--- src/hdl/nbt_pkg.sv ---
`default_nettype none
package nbt_pkg;

	localparam int NUM_ENTRIES_DEF = 16;
	localparam int MAX_ITEMS = 16;

	localparam logic [4:0] STAB_MAX = 5'd25;
	localparam logic [5:0] AGE_MAX = 6'd63;

	localparam logic [7:0] MIN_HELLO_RST = 8'd5;
	localparam logic [7:0] MAX_HELLO_RST = 8'd30;
	localparam logic [4:0] STAB_THR_RST = 5'd10;
	localparam logic [5:0] TIMEOUT_RST = 6'd45;

	// Stability tiers and the fixed intervals between them.
	localparam logic [4:0] TIER_TOP = 5'd20;
	localparam logic [4:0] TIER_HIGH = 5'd15;
	localparam logic [4:0] TIER_MID = 5'd10;
	localparam logic [4:0] TIER_LOW = 5'd5;
	localparam logic [7:0] IVL_HIGH = 8'd20;
	localparam logic [7:0] IVL_MID = 8'd15;
	localparam logic [7:0] IVL_LOW = 8'd10;

	localparam logic [2:0] CMD_HELLO = 3'd0;
	localparam logic [2:0] CMD_TICK = 3'd1;
	localparam logic [2:0] CMD_PURGE = 3'd2;
	localparam logic [2:0] CMD_QUERY = 3'd3;
	localparam logic [2:0] CMD_LIST = 3'd4;
	localparam logic [2:0] CMD_LIST_NAMED = 3'd5;

	localparam logic [1:0] REG_MIN_HELLO = 2'd0;
	localparam logic [1:0] REG_MAX_HELLO = 2'd1;
	localparam logic [1:0] REG_STAB_THR = 2'd2;
	localparam logic [1:0] REG_TIMEOUT = 2'd3;

	typedef struct packed {
		logic [2:0] command;
		logic [31:0] neighbor_addr;
		logic has_name;
	} req_t;

	typedef struct packed {
		logic [31:0] out_addr;
		logic found;
		logic is_new;
		logic table_full;
		logic [4:0] stability;
		logic [7:0] hello_interval;
		logic is_stable;
		logic last;
	} rsp_t;

	typedef struct packed {
		logic [2:0] op;
		logic [31:0] addr;
		logic named;
	} cmd_t;

	typedef struct packed {
		logic [31:0] addr;
		logic named;
		logic [5:0] age;
		logic [4:0] stab;
	} entry_t;

	typedef struct packed {
		logic [7:0] min_hello;
		logic [7:0] max_hello;
		logic [4:0] stab_thr;
		logic [5:0] timeout;
	} cfg_t;

	function automatic logic [7:0] tier_interval(input logic [4:0] s, input cfg_t cfg);
		logic [7:0] r;
		if (s > TIER_TOP) r = cfg.max_hello;
		else if (s > TIER_HIGH) r = IVL_HIGH;
		else if (s > TIER_MID) r = IVL_MID;
		else if (s > TIER_LOW) r = IVL_LOW;
		else r = cfg.min_hello;
		return r;
	endfunction

	function automatic rsp_t make_item(input logic [31:0] addr, input logic found,
			input logic is_new, input logic full, input logic [4:0] stab,
			input logic known, input logic last, input cfg_t cfg);
		rsp_t r;
		r.out_addr = addr;
		r.found = found;
		r.is_new = is_new;
		r.table_full = full;
		r.stability = stab;
		r.hello_interval = known ? tier_interval(stab, cfg) : cfg.min_hello;
		r.is_stable = known && (stab >= cfg.stab_thr);
		r.last = last;
		return r;
	endfunction

endpackage
`default_nettype wire

--- src/hdl/nbt_front.sv ---
`default_nettype none
module nbt_front import nbt_pkg::*; (
	input wire logic clk,
	input wire logic arst_n,
	input wire logic req_valid,
	output logic req_stall,
	input wire req_t req,
	output logic q_valid,
	output cmd_t q_item,
	input wire logic q_pop
);

	cmd_t slot_q [2];
	logic wp_q;
	logic rp_q;
	logic [1:0] cnt_q;
	logic known_cmd;
	logic push;

	// Unused command codes are accepted and dropped here.
	assign known_cmd = req.command <= CMD_LIST_NAMED;
	assign req_stall = cnt_q[1];
	assign push = req_valid && !req_stall && known_cmd;
	assign q_valid = cnt_q != 2'd0;
	assign q_item = slot_q[rp_q];

	always_ff @(posedge clk) begin
		if (push) begin
			slot_q[wp_q] <= '{op: req.command, addr: req.neighbor_addr, named: req.has_name};
		end
	end

	always_ff @(posedge clk or negedge arst_n) begin
		if (!arst_n) begin
			wp_q <= 1'b0;
			rp_q <= 1'b0;
			cnt_q <= 2'd0;
		end else begin
			if (push) wp_q <= !wp_q;
			if (q_pop) rp_q <= !rp_q;
			if (push && !q_pop) cnt_q <= cnt_q + 2'd1;
			else if (!push && q_pop) cnt_q <= cnt_q - 2'd1;
		end
	end

endmodule
`default_nettype wire

--- src/hdl/nbt_back.sv ---
`default_nettype none
module nbt_back import nbt_pkg::*; #(
	parameter int NUM_ENTRIES = NUM_ENTRIES_DEF
) (
	input wire logic clk,
	input wire logic arst_n,
	input wire logic cfg_we,
	input wire logic [1:0] cfg_index,
	input wire logic [7:0] cfg_data,
	input wire logic q_valid,
	input wire cmd_t q_item,
	output logic q_pop,
	output logic rsp_valid,
	input wire logic rsp_stall,
	output rsp_t rsp
);

	localparam int IW = (NUM_ENTRIES > 1) ? $clog2(NUM_ENTRIES) : 1;
	localparam logic [IW-1:0] LAST_IDX = IW'(NUM_ENTRIES - 1);
	localparam int CW = $clog2(MAX_ITEMS + 1);
	localparam logic [CW-1:0] ITEM_CAP = CW'(MAX_ITEMS);

	localparam logic [1:0] ST_IDLE = 2'd0;
	localparam logic [1:0] ST_RD = 2'd1;
	localparam logic [1:0] ST_EV = 2'd2;
	localparam logic [1:0] ST_DONE = 2'd3;

	entry_t mem [NUM_ENTRIES];
	entry_t rd_q;
	logic [NUM_ENTRIES-1:0] valid_q;
	cfg_t cfg_q;
	logic [1:0] state_q;
	cmd_t cur_q;
	logic [IW-1:0] idx_q;
	logic hit_q;
	logic [IW-1:0] hit_idx_q;
	entry_t hit_rec_q;
	logic free_q;
	logic [IW-1:0] free_idx_q;
	logic pend_q;
	rsp_t pend_item_q;
	logic [CW-1:0] cnt_q;
	logic rsp_valid_q;
	rsp_t rsp_q;

	logic out_free;
	logic cur_valid;
	logic lmatch;
	logic mem_we;
	logic [IW-1:0] mem_wa;
	entry_t mem_wd;
	logic val_set;
	logic val_clr;
	logic emit;
	rsp_t emit_item;
	logic step;
	logic pend_load;
	logic done_ok;
	logic [4:0] hit_stab_nx;
	rsp_t last_item;

	assign out_free = !rsp_valid_q || !rsp_stall;
	assign cur_valid = valid_q[idx_q];
	assign lmatch = cur_valid && (rd_q.age < cfg_q.timeout)
		&& ((cur_q.op != CMD_LIST_NAMED) || rd_q.named);
	assign hit_stab_nx = (hit_rec_q.stab == STAB_MAX) ? STAB_MAX : hit_rec_q.stab + 5'd1;
	assign q_pop = (state_q == ST_IDLE) && q_valid;
	assign rsp_valid = rsp_valid_q;
	assign rsp = rsp_q;

	always_comb begin
		last_item = pend_item_q;
		last_item.last = 1'b1;
	end

	always_comb begin
		mem_we = 1'b0;
		mem_wa = idx_q;
		mem_wd = rd_q;
		val_set = 1'b0;
		val_clr = 1'b0;
		emit = 1'b0;
		emit_item = '0;
		step = 1'b0;
		pend_load = 1'b0;
		done_ok = 1'b0;
		case (state_q)
			ST_EV: begin
				case (cur_q.op)
					CMD_TICK: begin
						step = 1'b1;
						if (cur_valid && rd_q.age != AGE_MAX) begin
							mem_we = 1'b1;
							mem_wd.age = rd_q.age + 6'd1;
						end
					end
					CMD_PURGE: begin
						step = 1'b1;
						val_clr = cur_valid && (rd_q.age > cfg_q.timeout);
					end
					CMD_LIST, CMD_LIST_NAMED: begin
						if (lmatch && cnt_q < ITEM_CAP) begin
							// A held item leaves once a later one matches, or as last at done.
							if (pend_q) begin
								if (out_free) begin
									emit = 1'b1;
									emit_item = pend_item_q;
									pend_load = 1'b1;
									step = 1'b1;
								end
							end else begin
								pend_load = 1'b1;
								step = 1'b1;
							end
						end else begin
							step = 1'b1;
						end
					end
					default: step = 1'b1;
				endcase
			end
			ST_DONE: begin
				case (cur_q.op)
					CMD_HELLO: begin
						if (out_free) begin
							emit = 1'b1;
							done_ok = 1'b1;
							if (hit_q) begin
								mem_we = 1'b1;
								mem_wa = hit_idx_q;
								mem_wd = '{addr: hit_rec_q.addr, named: hit_rec_q.named,
									age: 6'd0, stab: hit_stab_nx};
								emit_item = make_item(cur_q.addr, 1'b1, 1'b0, 1'b0,
									hit_stab_nx, 1'b1, 1'b1, cfg_q);
							end else if (free_q) begin
								mem_we = 1'b1;
								mem_wa = free_idx_q;
								mem_wd = '{addr: cur_q.addr, named: cur_q.named,
									age: 6'd0, stab: 5'd0};
								val_set = 1'b1;
								emit_item = make_item(cur_q.addr, 1'b0, 1'b1, 1'b0,
									5'd0, 1'b0, 1'b1, cfg_q);
							end else begin
								emit_item = make_item(cur_q.addr, 1'b0, 1'b0, 1'b1,
									5'd0, 1'b0, 1'b1, cfg_q);
							end
						end
					end
					CMD_QUERY: begin
						if (out_free) begin
							emit = 1'b1;
							done_ok = 1'b1;
							emit_item = make_item(cur_q.addr, hit_q, 1'b0, 1'b0,
								hit_q ? hit_rec_q.stab : 5'd0, hit_q, 1'b1, cfg_q);
						end
					end
					CMD_LIST, CMD_LIST_NAMED: begin
						if (out_free) begin
							emit = 1'b1;
							done_ok = 1'b1;
							if (pend_q) begin
								emit_item = last_item;
							end else begin
								emit_item = '0;
								emit_item.last = 1'b1;
							end
						end
					end
					default: done_ok = 1'b1;
				endcase
			end
			default: begin
			end
		endcase
	end

	always_ff @(posedge clk) begin
		if (mem_we) mem[mem_wa] <= mem_wd;
		rd_q <= mem[idx_q];
	end

	always_ff @(posedge clk) begin
		if (state_q == ST_IDLE) cur_q <= q_item;
		if (state_q == ST_EV && (cur_q.op == CMD_HELLO || cur_q.op == CMD_QUERY)) begin
			if (cur_valid && rd_q.addr == cur_q.addr && !hit_q) begin
				hit_idx_q <= idx_q;
				hit_rec_q <= rd_q;
			end
			if (!cur_valid && !free_q) free_idx_q <= idx_q;
		end
		if (pend_load) begin
			pend_item_q <= make_item(rd_q.addr, 1'b1, 1'b0, 1'b0, rd_q.stab, 1'b1,
				1'b0, cfg_q);
		end
		if (emit) rsp_q <= emit_item;
	end

	always_ff @(posedge clk or negedge arst_n) begin
		if (!arst_n) begin
			cfg_q <= '{min_hello: MIN_HELLO_RST, max_hello: MAX_HELLO_RST,
				stab_thr: STAB_THR_RST, timeout: TIMEOUT_RST};
			valid_q <= '0;
			state_q <= ST_IDLE;
			idx_q <= '0;
			hit_q <= 1'b0;
			free_q <= 1'b0;
			pend_q <= 1'b0;
			cnt_q <= '0;
			rsp_valid_q <= 1'b0;
		end else begin
			if (cfg_we) begin
				case (cfg_index)
					REG_MIN_HELLO: cfg_q.min_hello <= cfg_data;
					REG_MAX_HELLO: cfg_q.max_hello <= cfg_data;
					REG_STAB_THR: cfg_q.stab_thr <= cfg_data[4:0];
					REG_TIMEOUT: cfg_q.timeout <= cfg_data[5:0];
					default: begin
					end
				endcase
			end
			if (val_set) valid_q[free_idx_q] <= 1'b1;
			if (val_clr) valid_q[idx_q] <= 1'b0;
			if (emit) rsp_valid_q <= 1'b1;
			else if (!rsp_stall) rsp_valid_q <= 1'b0;
			if (pend_load) begin
				pend_q <= 1'b1;
				cnt_q <= cnt_q + CW'(1);
			end
			case (state_q)
				ST_IDLE: begin
					if (q_valid) begin
						idx_q <= '0;
						hit_q <= 1'b0;
						free_q <= 1'b0;
						pend_q <= 1'b0;
						cnt_q <= '0;
						state_q <= ST_RD;
					end
				end
				ST_RD: state_q <= ST_EV;
				ST_EV: begin
					if (cur_q.op == CMD_HELLO || cur_q.op == CMD_QUERY) begin
						if (cur_valid && rd_q.addr == cur_q.addr) hit_q <= 1'b1;
						if (!cur_valid) free_q <= 1'b1;
					end
					if (step) begin
						if (idx_q == LAST_IDX) begin
							state_q <= ST_DONE;
						end else begin
							idx_q <= idx_q + IW'(1);
							state_q <= ST_RD;
						end
					end
				end
				ST_DONE: begin
					if (done_ok) state_q <= ST_IDLE;
				end
				default: state_q <= ST_IDLE;
			endcase
		end
	end

endmodule
`default_nettype wire

--- src/hdl/neighbor_table_aging_stability_unit.sv ---
// Channel  Direction  Signals                        Beat taken when
// req      in         req_valid, req_stall, req      req_valid && !req_stall
// rsp      out        rsp_valid, rsp_stall, rsp      rsp_valid && !rsp_stall
// cfg      in         cfg_we, cfg_index, cfg_data    cfg_we
//
// Every command walks the whole table: a read state and an evaluate state for each
// entry through the table memory's registered read port, then a done state.
// A two-deep command queue lets the input keep accepting while the walk runs.
// A list command pauses its walk at a match while the result register is stalled.
// Reset clears the valid marks and restores the default configuration; entry contents need no clearing.
`default_nettype none
module neighbor_table_aging_stability_unit import nbt_pkg::*; #(
	parameter int NUM_ENTRIES = NUM_ENTRIES_DEF
) (
	input wire logic clk,
	input wire logic arst_n,
	input wire logic req_valid,
	output logic req_stall,
	input wire req_t req,
	output logic rsp_valid,
	input wire logic rsp_stall,
	output rsp_t rsp,
	input wire logic cfg_we,
	input wire logic [1:0] cfg_index,
	input wire logic [7:0] cfg_data
);

	logic q_valid;
	logic q_pop;
	cmd_t q_item;

	nbt_front u_front (
		.clk(clk),
		.arst_n(arst_n),
		.req_valid(req_valid),
		.req_stall(req_stall),
		.req(req),
		.q_valid(q_valid),
		.q_item(q_item),
		.q_pop(q_pop)
	);

	nbt_back #(.NUM_ENTRIES(NUM_ENTRIES)) u_back (
		.clk(clk),
		.arst_n(arst_n),
		.cfg_we(cfg_we),
		.cfg_index(cfg_index),
		.cfg_data(cfg_data),
		.q_valid(q_valid),
		.q_item(q_item),
		.q_pop(q_pop),
		.rsp_valid(rsp_valid),
		.rsp_stall(rsp_stall),
		.rsp(rsp)
	);

endmodule
`default_nettype wire

--- config.mk ---
export PLATFORM = sky130hd
export DESIGN_NAME = neighbor_table_aging_stability_unit
export DESIGN_NICKNAME = d
export VERILOG_FILES = /design/src/hdl/nbt_pkg.sv /design/src/hdl/nbt_front.sv /design/src/hdl/nbt_back.sv /design/src/hdl/neighbor_table_aging_stability_unit.sv
export SDC_FILE = /design/constraint.sdc
export NUM_CORES = 1
export LEC_CHECK = 0
export BUFFER_PORTS_ARGS = -buffer_cell sky130_fd_sc_hd__buf_4
export CORE_MARGIN = 4
export CORE_UTILIZATION = 32
export CTS_CLUSTER_SIZE = 14
export DETAILED_ROUTE_END_ITERATION = 10
export GPL_ROUTABILITY_DRIVEN = 1
export PLACE_DENSITY = 0.54
export SLEW_MARGIN = 20
export SYNTH_ARGS = -nofsm -noshare
export SYNTH_HDL_FRONTEND = slang
export SYNTH_SLANG_ARGS = --single-unit
--- constraint.sdc ---
create_clock -name clk -period 7.1 [get_ports clk]
set_clock_uncertainty 0.05 [all_clocks]
set_input_delay 1.42 -clock clk [delete_from_list [all_inputs] [get_ports clk]]
set_output_delay 1.42 -clock clk [all_outputs]
set_load 0.02 [all_outputs]
; ---- After elaboration in Yosys (flattened, before gate mapping)
; Memories as Yosys holds them, arrays and structs flattened. A register that Yosys moved wholly into a read port is not among the register bits.
; Index checks and enable logic that the tools add are counted.
[classes]
add_sub_neg = 6
bitwise_logic = 3
n_reduce_logical = 48
muxes = 107
n_lt_le_gt_ge = 23
eq_ne = 24
[ops]
columns = operator, count
row1 = $mux 50, 8
row2 = $mux 44, 4
row3 = $pmux 50 s3, 1
row4 = $mux 8, 13
row5 = $pmux 50 s2, 1
row6 = $mux 1, 43
row7 = $mux 33, 1
row8 = $eq 32x32->1, 1
row9 = $mux 16, 2
row10 = $mux 4, 8
row11 = $gt 5x4->1 const B, 6
row12 = $mux 5, 6
row13 = $mux 18, 1
row14 = $logic_and 1x1->1, 17
row15 = $mux 17, 1
row16 = $and 16x16->16, 1
row17 = $not 16->16, 1
row18 = $or 16x16->16, 1
row19 = $ge 5x5->1, 3
row20 = $gt 5x3->1 const B, 3
row21 = $gt 5x5->1 const B, 3
row22 = $mux 2, 6
row23 = $mux 6, 2
row24 = $pmux 6 s2, 1
row25 = other kinds (37), 77
[word_totals]
out_inout_bits = 52
n_memories = 2
mem_bits_rw = 776
register_bits = 204
[memory_table]
columns = name, depth, width, rd, rd_clocked_by_memory_dff, wr, line_no
row1 = u_back.mem, 16, 44, 1, 1, 1, nbt_back.sv:28  ; entry_t mem [NUM_ENTRIES];
row2 = u_front.slot_q, 2, 36, 1, 1, 1, nbt_front.sv:13  ; cmd_t slot_q [2];

; ---- Longest topological paths before layout
; Gate-level depths: netlist (run 1).
[logic_depth]
depth_word = 11
mapped_depth = 11
mapped_depth_nobuf = 11

; ---- By module
; A second synthesis (run 1) with hierarchy kept.
[unflattened]
hier_cells = 2079
area_unflattened_um2 = 41516.1
[by_module_without_submodules]
columns = mod, area_per_inst_um2, cells_per_inst, instances
row1 = nbt_back, 38562.0, 1950, 1
row2 = nbt_front, 2954.1, 129, 1

; ---- Worst setup path after synthesis (run 1)
; Ideal clock, no wire load.
[synth_timing]
path_kind = input port to flip-flop
start = input port rsp_stall
end = memory u_back.mem[14][0] (netlist bit) (enable)
path_buffers = 1
slack_ns = 0.782
t_required_ns = 6.550
arrival_time_ns = 5.768
stages = 7
setup_time_ns = 0.500
cell_sequence = a211oi_1 -> and4_1 -> buf_4 -> nand3_1 -> and3_1 -> o21bai_2 -> nor3_1
[synth_via]
elab_chain_cells = 7
[synth_rtl]
columns = item, line_no
row1 = from (decl), neighbor_table_aging_stability_unit.sv:21  ; input wire logic rsp_stall,
row2 = $logic_not 1->1 (*), nbt_back.sv:62  ; assign out_free = !rsp_valid_q || !rsp_stall;
row3 = $logic_or 1x1->1 (*), nbt_back.sv:62
row4 = $mux 1, nbt_back.sv:125  ; if (out_free) begin
row5 = $mux 1, nbt_back.sv:123  ; case (cur_q.op)
row6 = $pmux 1 s2, nbt_back.sv:87  ; case (state_q)
row7 = $mux 1, nbt_back.sv:178  ; if (mem_we) mem[mem_wa] <= mem_wd;
row8 = $mux 1 (implied by the code), nbt_back.sv:178
row9 = to (decl), nbt_back.sv:28
; Every way passes the cells marked *; elsewhere a longest branch is shown, timed or not.

; ---- Worst setup path in the final report (run 1)
[layout_timing]
start = input port rsp_stall
end = memory u_back.mem[10][43] (netlist bit) (enable)
; Same word-level chain as after synthesis.

==> results.yml, run 1 <==
sta:
  finalSetupTns_ps: 0
  rsz0062_at_grt: "no"
  setup_violations: 0
  relSlewSlack: 0.271
  period_minus_slack_ps: 4620
  slew_viol_final: 0
  fin_crit_sh: 0.651
  max_freq_mhz: 216
  worst_pin_slew_ps: 1090
  hold_viol: 0
detailed_routing:
  viasPerCell: 5.10
  drt_iter0_markers: 1990
  post_drt_wl_per_cell_um: 24.5
  drc: 0
  antenna_left: 0
  wirelength_um: 100000
  vias: 20867
  dr.pass1.iters: 6
floorplan:
  die_y_um: 368
  dieArea_um2: 135000
  die_w_um: 368
  core-area_um2: 128000
  num_rows: 131
  ioPinCount: 103
  start_util: 0.323
global_route:
  grt-ovfl-total: 0
  track_usage: 0.146
  grt_pass1_vias: 21510
  grt_max_degree: 65
  grt_pass1_wl_um: 148000
  antenna_found_initial: 0
finish:
  final_cell_mix: "edfxtp_1, mux4_2, buf_4"
  multiInputGateArea_um2: 9970
  syn2layout_area_growth_pct: 15.7
  diodes: 0
  fin_nets: 2353
  drive_above_1_share: 0.276
  layout_commonest_cell: "edfxtp_1"
  final_util: 0.374
  filler_cell_count: 11618
  register_area_um2: 31100
critical_path:
  crit_arrival_ps: 4910
  reg2reg_to: "u_back.mem[10][43]"
  timing.rr.start: "u_back.idx_q[2]"
  required_ps: 7390
  critPathMaxFanout: 27
  cp-start-kind: "primary input"
  critPathKind: "primary input to register"
  critical_path.endpoint_type: "register"
  reg2reg_depth: 7
  rrSetupSlack_ps: 2650
synthesis:
  syn-cell-area_um2: 41400
  synth_ff_type: "edfxtp_1"
  syn_nets: 2190
  async_reset_ff_frac: 0.0585
  ys_warn_count: 0
  synthSimpleGateAreaFrac: 0.0365
  ys_ff_latch: 1060
  seq_area_frac_synth: 0.751
  syn_inst: 2110
  synth-compound-area-share: 0.0410
  ys_types: 79
  synth_mux_area_frac: 0.141
  synth_area_per_cell_um2: 19.6
  synth-edff-count: 954
  synth_adder_area_share: 0.00925
  synth_top_family_by_area: "multiplexers"
  synthXorXnorAreaFrac: 0.00931
hold_path:
  hold_start: "u_front.rp_q"
  holdPathStages: 1
  worst_hold_path_type: "register to register"
  hold-path-endpoint: "u_front.rp_q"
cts:
  post_cts_resized: 0
  cts_tree: "built"
  clkLatencyLatePin_ps: 680
  cts_max_level: 3
  clockBufferDepth: 3
  clk_pin_slew_ps: 60
  cts.sinks: 1060
  numCtsBuffers: 103
  postCtsSetupBuffers: 0
  postCtsHoldBufs: 0
  cts-root-buf: "clkbuf_16"
place:
  gp_congestion: 0.841
  dp_hpwl_um: 62100
  port_buffers: 102
run_status:
  status: "completed"
power_and_ir_drop:
  seqPwrFrac: 0.486
  ir_drop_v: 0.000206
  power.switching_uw: 5140
  total_power_uw: 17700
  p_int_uw: 12500
  p_leak_uw: 0.0153
  comb_power_share: 0.206
  p_clk_frac: 0.308
  p_per_area_nw_per_um2: 369
  switching_share: 0.290
run:
  maxCapViolCount: 0
[per-stage QoR]
stage	instance area (µm²)	setup slack, ps	std cells	hold WS (ps)
after floorplan	41400	782	2110	373
after global placement	44400	1920	3895	420
after detailed placement	44400	1760	3895	433
after CTS	47800	2480	4090	443
after global routing	47900	2320	4092	453
final	47900	2480	4092	428
[final cells by class]
cell class,count,share of cell area
inverter,28,0.00222
clock buffer,141,0.0599
tap,1729,0.0452
clock inverter,54,0.0111
timing repair buffer,150,0.0242
sequential,1060,0.649
multi-input combinational,930,0.208
[worst max-delay path, cell delays in order]
cell and delay [ps]:
buf_4 120, a211oi_1 340, and4_1 640, a31oi_1 240, nand3_1 300, o211ai_1 410
nor2_4 950, buf_4 450
[Yosys cell counts (16+ instances only)]
cell type	number	area (µm²)
xnor2_1	34	298
mux2_2	63	709
buf_2	20	100
a22oi_1	72	541
dfrtp_1	50	1250
nor3_1	21	105
ha_1	29	363
nor2_1	77	289
mux2i_1	16	160
inv_1	25	93.8
edfxtp_1	954	28600
and2_1	16	100
clkbuf_1	53	199
dfxtp_1	44	881
nand4_1	16	100
nand2_1	115	432
nand3_1	19	95.1
a21oi_1	51	255
mux4_2	220	4950
o21ai_0	24	120
[power by group through the flow]
| stage | logic (µW) | clock network (µW) | registers (µW) |
|---|---|---|---|
| floorplan | 2410 | 0 | 8470 |
| global route | 3950 | 5860 | 8640 |
| detailed placement | 3660 | 0 | 8710 |
| CTS | 3680 | 5580 | 8590 |
| finish | 3640 | 5450 | 8600 |
| global placement | 3560 | 0 | 8710 |
[flip-flops by register name, indices dropped and copies added, names as in the netlist]
| register | cells |
|---|---|
| u_back.last_item | 46 |
| u_back.free_idx_q | 4 |
| u_back.rd_q | 44 |
| u_back.cur_q | 36 |
| u_back.hit_rec_q | 38 |
| u_back.cnt_q | 5 |
| u_front.cnt_q | 2 |
| u_back.hit_q | 1 |
| u_back.idx_q | 4 |
| u_front.rp_q | 1 |
| u_back.free_q | 1 |
| u_front.slot_q | 72 |
| u_back.cfg_q | 27 |
| u_front.wp_q | 1 |
| u_back.rsp_valid | 1 |
| u_back.state_q | 2 |
| u_back.valid_q | 16 |
| u_back.mem | 704 |
| u_back.hit_idx_q | 4 |
| u_back.rsp | 50 |
| u_back.pend_q | 1 |
[logic make-up (layout without fill, tap and decap cells)]
logic type	Yosys count	after routing
simple gates	318	318
buf+inv	120	373
compound gates	238	238
mux	299	299
xor+xnor	44	44
flops	1060	1060
fa+ha+maj	31	31
[how the worst max path moves through the flow]
stage	start	end	slack, ps	cells after the start
after global placement	rsp_stall	u_back.mem[3][22]	1920	8
after detailed placement	rsp_stall	u_back.mem[3][24]	1760	8
after CTS	rsp_stall	u_back.mem[10][43]	2480	8
after floorplan	rsp_stall	u_back.mem[14][0]	780	7
after global routing	rsp_stall	u_back.mem[3][33]	2320	8
final	rsp_stall	u_back.mem[10][43]	2480	8
[routing by layer]
metal | global-route usage | up-vias | wire length (µm)
met1 | 0.204 | 11144 | 44000
li1 | - | 8925 | -
met4 | 0.0328 | 0 | 1680
met3 | 0.0219 | 123 | 5320
met5 | 0 | - | 0
met2 | 0.244 | 675 | 49400
(Power assumes the default switching activity.)
==> run 2: changes to the inputs <==
==> constraint.sdc (replaced) <==
create_clock -name clk -period 4.7 [get_ports clk]
set_clock_uncertainty 0.05 [all_clocks]
set_input_delay 0.94 -clock clk [delete_from_list [all_inputs] [get_ports clk]]
set_output_delay 0.94 -clock clk [all_outputs]
set_load 0.02 [all_outputs]
==> run 2 against run 1 <==
Critical path depth down 1. Critical endpoint is now u_back.mem[10][8]. Global-route usage hardly changed. Highest routed layer is now met5. Final cell count is essentially flat. Largest cell class unchanged. Clock-buffer cell count fell by 4. Largest power group unchanged. Worst setup slack lost 1600 ps. First-iteration DRC count is 9.8% lower. Register-to-register slack worse by 1800 ps.
==> results.yml, run 2 (same netlist as run 1, synthesis figures left out) <==
critical_path:
  critPathTopFamily: "compound AO/OA/AOI/OAI gates"
  critical_path.endpoint_type: "register"
  timing.rr.start: "u_back.idx_q[1]"
  critPathKind: "register to register"
  cp-start-kind: "register"
  cp_cell_sequence: "mux2i_1 -> a22oi_1 -> nand4_1 -> a21oi_2 -> o211ai_1 -> nor2_4 -> buf_12"
  critPathLaunch: "u_back.idx_q[1]"
  cp_slowest_cell: "dfrtp_4"
  path_buf_inv: 1
  crit_arrival_ps: 4140
  path_depth: 7
  reg2reg_depth: 7
  rrSetupSlack_ps: 840
  cp-endpoint: "u_back.mem[10][8]"
  reg2reg_to: "u_back.mem[10][8]"
  critPathMaxFanout: 44
  slowest_delay_ps: 860
  required_ps: 4980
cts:
  postCtsHoldBufs: 0
  cts_tree: "built"
  clkLatencyLatePin_ps: 690
  post_cts_resized: 0
  cts-root-buf: "clkbuf_16"
  clockBufferDepth: 3
  clk_pin_slew_ps: 60
  postCtsSetupBuffers: 0
  cts.sinks: 1060
  numCtsBuffers: 106
  cts_max_level: 3
power_and_ir_drop:
  p_leak_uw: 0.0154
  p_per_area_nw_per_um2: 558
  switching_share: 0.283
  comb_power_share: 0.200
  p_int_uw: 19400
  seqPwrFrac: 0.481
  p_clk_frac: 0.319
  ir_drop_v: 0.000439
  power.switching_uw: 7630
sta:
  rsz0062_at_grt: "no"
  relSlewSlack: 0.244
  fin_crit_sh: 0.822
  max_freq_mhz: 259
  period_minus_slack_ps: 3860
  timing.final.ws_setup_ps: 837
  hold_viol: 0
  worst_pin_slew_ps: 1130
  slew_viol_final: 0
  setup_violations: 0
detailed_routing:
  vias: 20724
  wirelength_um: 99500
  drt_iter0_markers: 1794
  dr.pass1.iters: 5
  post_drt_wl_per_cell_um: 24.3
  antenna_left: 0
  wl_met2_um: 49700
  drc: 0
  highest_layer: "met5"
  wl_met3_um: 4760
  viasPerCell: 5.06
  wl_met1_um: 42500
finish:
  regMostFlops: "u_back.mem"
  final_cell_mix: "edfxtp_1, mux4_2, buf_4"
  largest_register_ffs: 704
  diodes: 0
  final_cells: 4094
  syn2layout_area_growth_pct: 16.8
  fin_nets: 2352
  drive_above_1_share: 0.277
  layout_commonest_cell: "edfxtp_1"
global_route:
  track_usage: 0.146
  antenna_found_initial: 2
  grt_pass1_wl_um: 147000
  grt_pass1_vias: 21792
  grt_max_degree: 151
  grt-ovfl-total: 0
place:
  dp_cells: 3893
  place_ws_ps: 760
  dp_hpwl_um: 59300
  port_buffers: 102
  gp_congestion: 0.813
floorplan:
  dieArea_um2: 135000
  num_rows: 131
  start_util: 0.323
  die_y_um: 368
  ioPinCount: 103
  die_w_um: 368
  core-area_um2: 128000
run_status:
  status: "completed"
run:
  maxCapViolCount: 0
hold_path:
  worst_hold_path_type: "primary input to async pin"
run 2: cell count changes in the layout (fill, tap and decap cells not counted), moves of 2 or more:
cell | before | now
buf_12 | 1 | 22
buf_4 | 148 | 124
bufinv_16 | 7 | 13
clkbuf_1 | 24 | 21
clkbuf_16 | 104 | 108
clkbuf_8 | 13 | 8
clkinv_1 | 18 | 20
clkinv_2 | 21 | 19
clkinvlp_4 | 1 | 8
inv_6 | 4 | 1
run 2: worst min path at each step:
stage                          from                    end  slack [ps]  cells past startpoint
detailed placement     u_front.rp_q           u_front.rp_q         440                      1
CTS                          arst_n       u_back.cfg_q[11]         310                      1
global route                req[17]  u_front.slot_q[0][17]         360                      1
floorplan           u_back.rd_q[11]   u_back.hit_rec_q[11]         370                      0
global placement       u_front.rp_q           u_front.rp_q         420                      1
finish                       arst_n       u_back.cfg_q[11]         310                      1
run 2: final cells by class:
cell class,count,area (µm²)
well taps,1729,2160
repair buffers,146,1370
clock buffers,137,2890
multi-input cells,930,9970
fillers,11566,79700
inverters,28,106
flip-flops and latches,1060,31100
clock inverters,64,728
run 2: metrics by stage:
step / TNS, ps / hold WS (ps) / area (µm²) / total power (µW) / util
floorplan: -387550 / 373 / 41400 / 16400 / -
global placement: 0 / 422 / 44700 / 18400 / 0.349
detailed placement: 0 / 435 / 44700 / 18600 / 0.349
CTS: 0 / 313 / 48300 / 27300 / 0.377
global route: 0 / 356 / 48300 / 28200 / 0.378
finish: 0 / 311 / 48300 / 27000 / 0.378
run 2: layer usage:
metal | up-vias | track usage
met5 | - | 0
met4 | 2 | 0.0466
met3 | 125 | 0.0193
met2 | 632 | 0.246
met1 | 11027 | 0.196
li1 | 8938 | -
run 2: power by group through the flow:
stage | clock [µW] | sequential [µW] | combinational [µW]
2_1_floorplan | 0 | 12800 | 3640
3_3_place_gp | 0 | 13100 | 5310
3_5_place_dp | 0 | 13200 | 5470
4_1_cts | 8840 | 13000 | 5490
5_1_grt | 9260 | 13100 | 5880
6_report | 8620 | 13000 | 5400
run 2: worst reg2reg max path, stage by stage, from the launching register on:
cell      delay, ps
dfrtp_4         860
mux2i_1         220
a22oi_1         270
nand4_1         330
a21oi_2         660
o211ai_1        500
nor2_4          250
buf_12          330
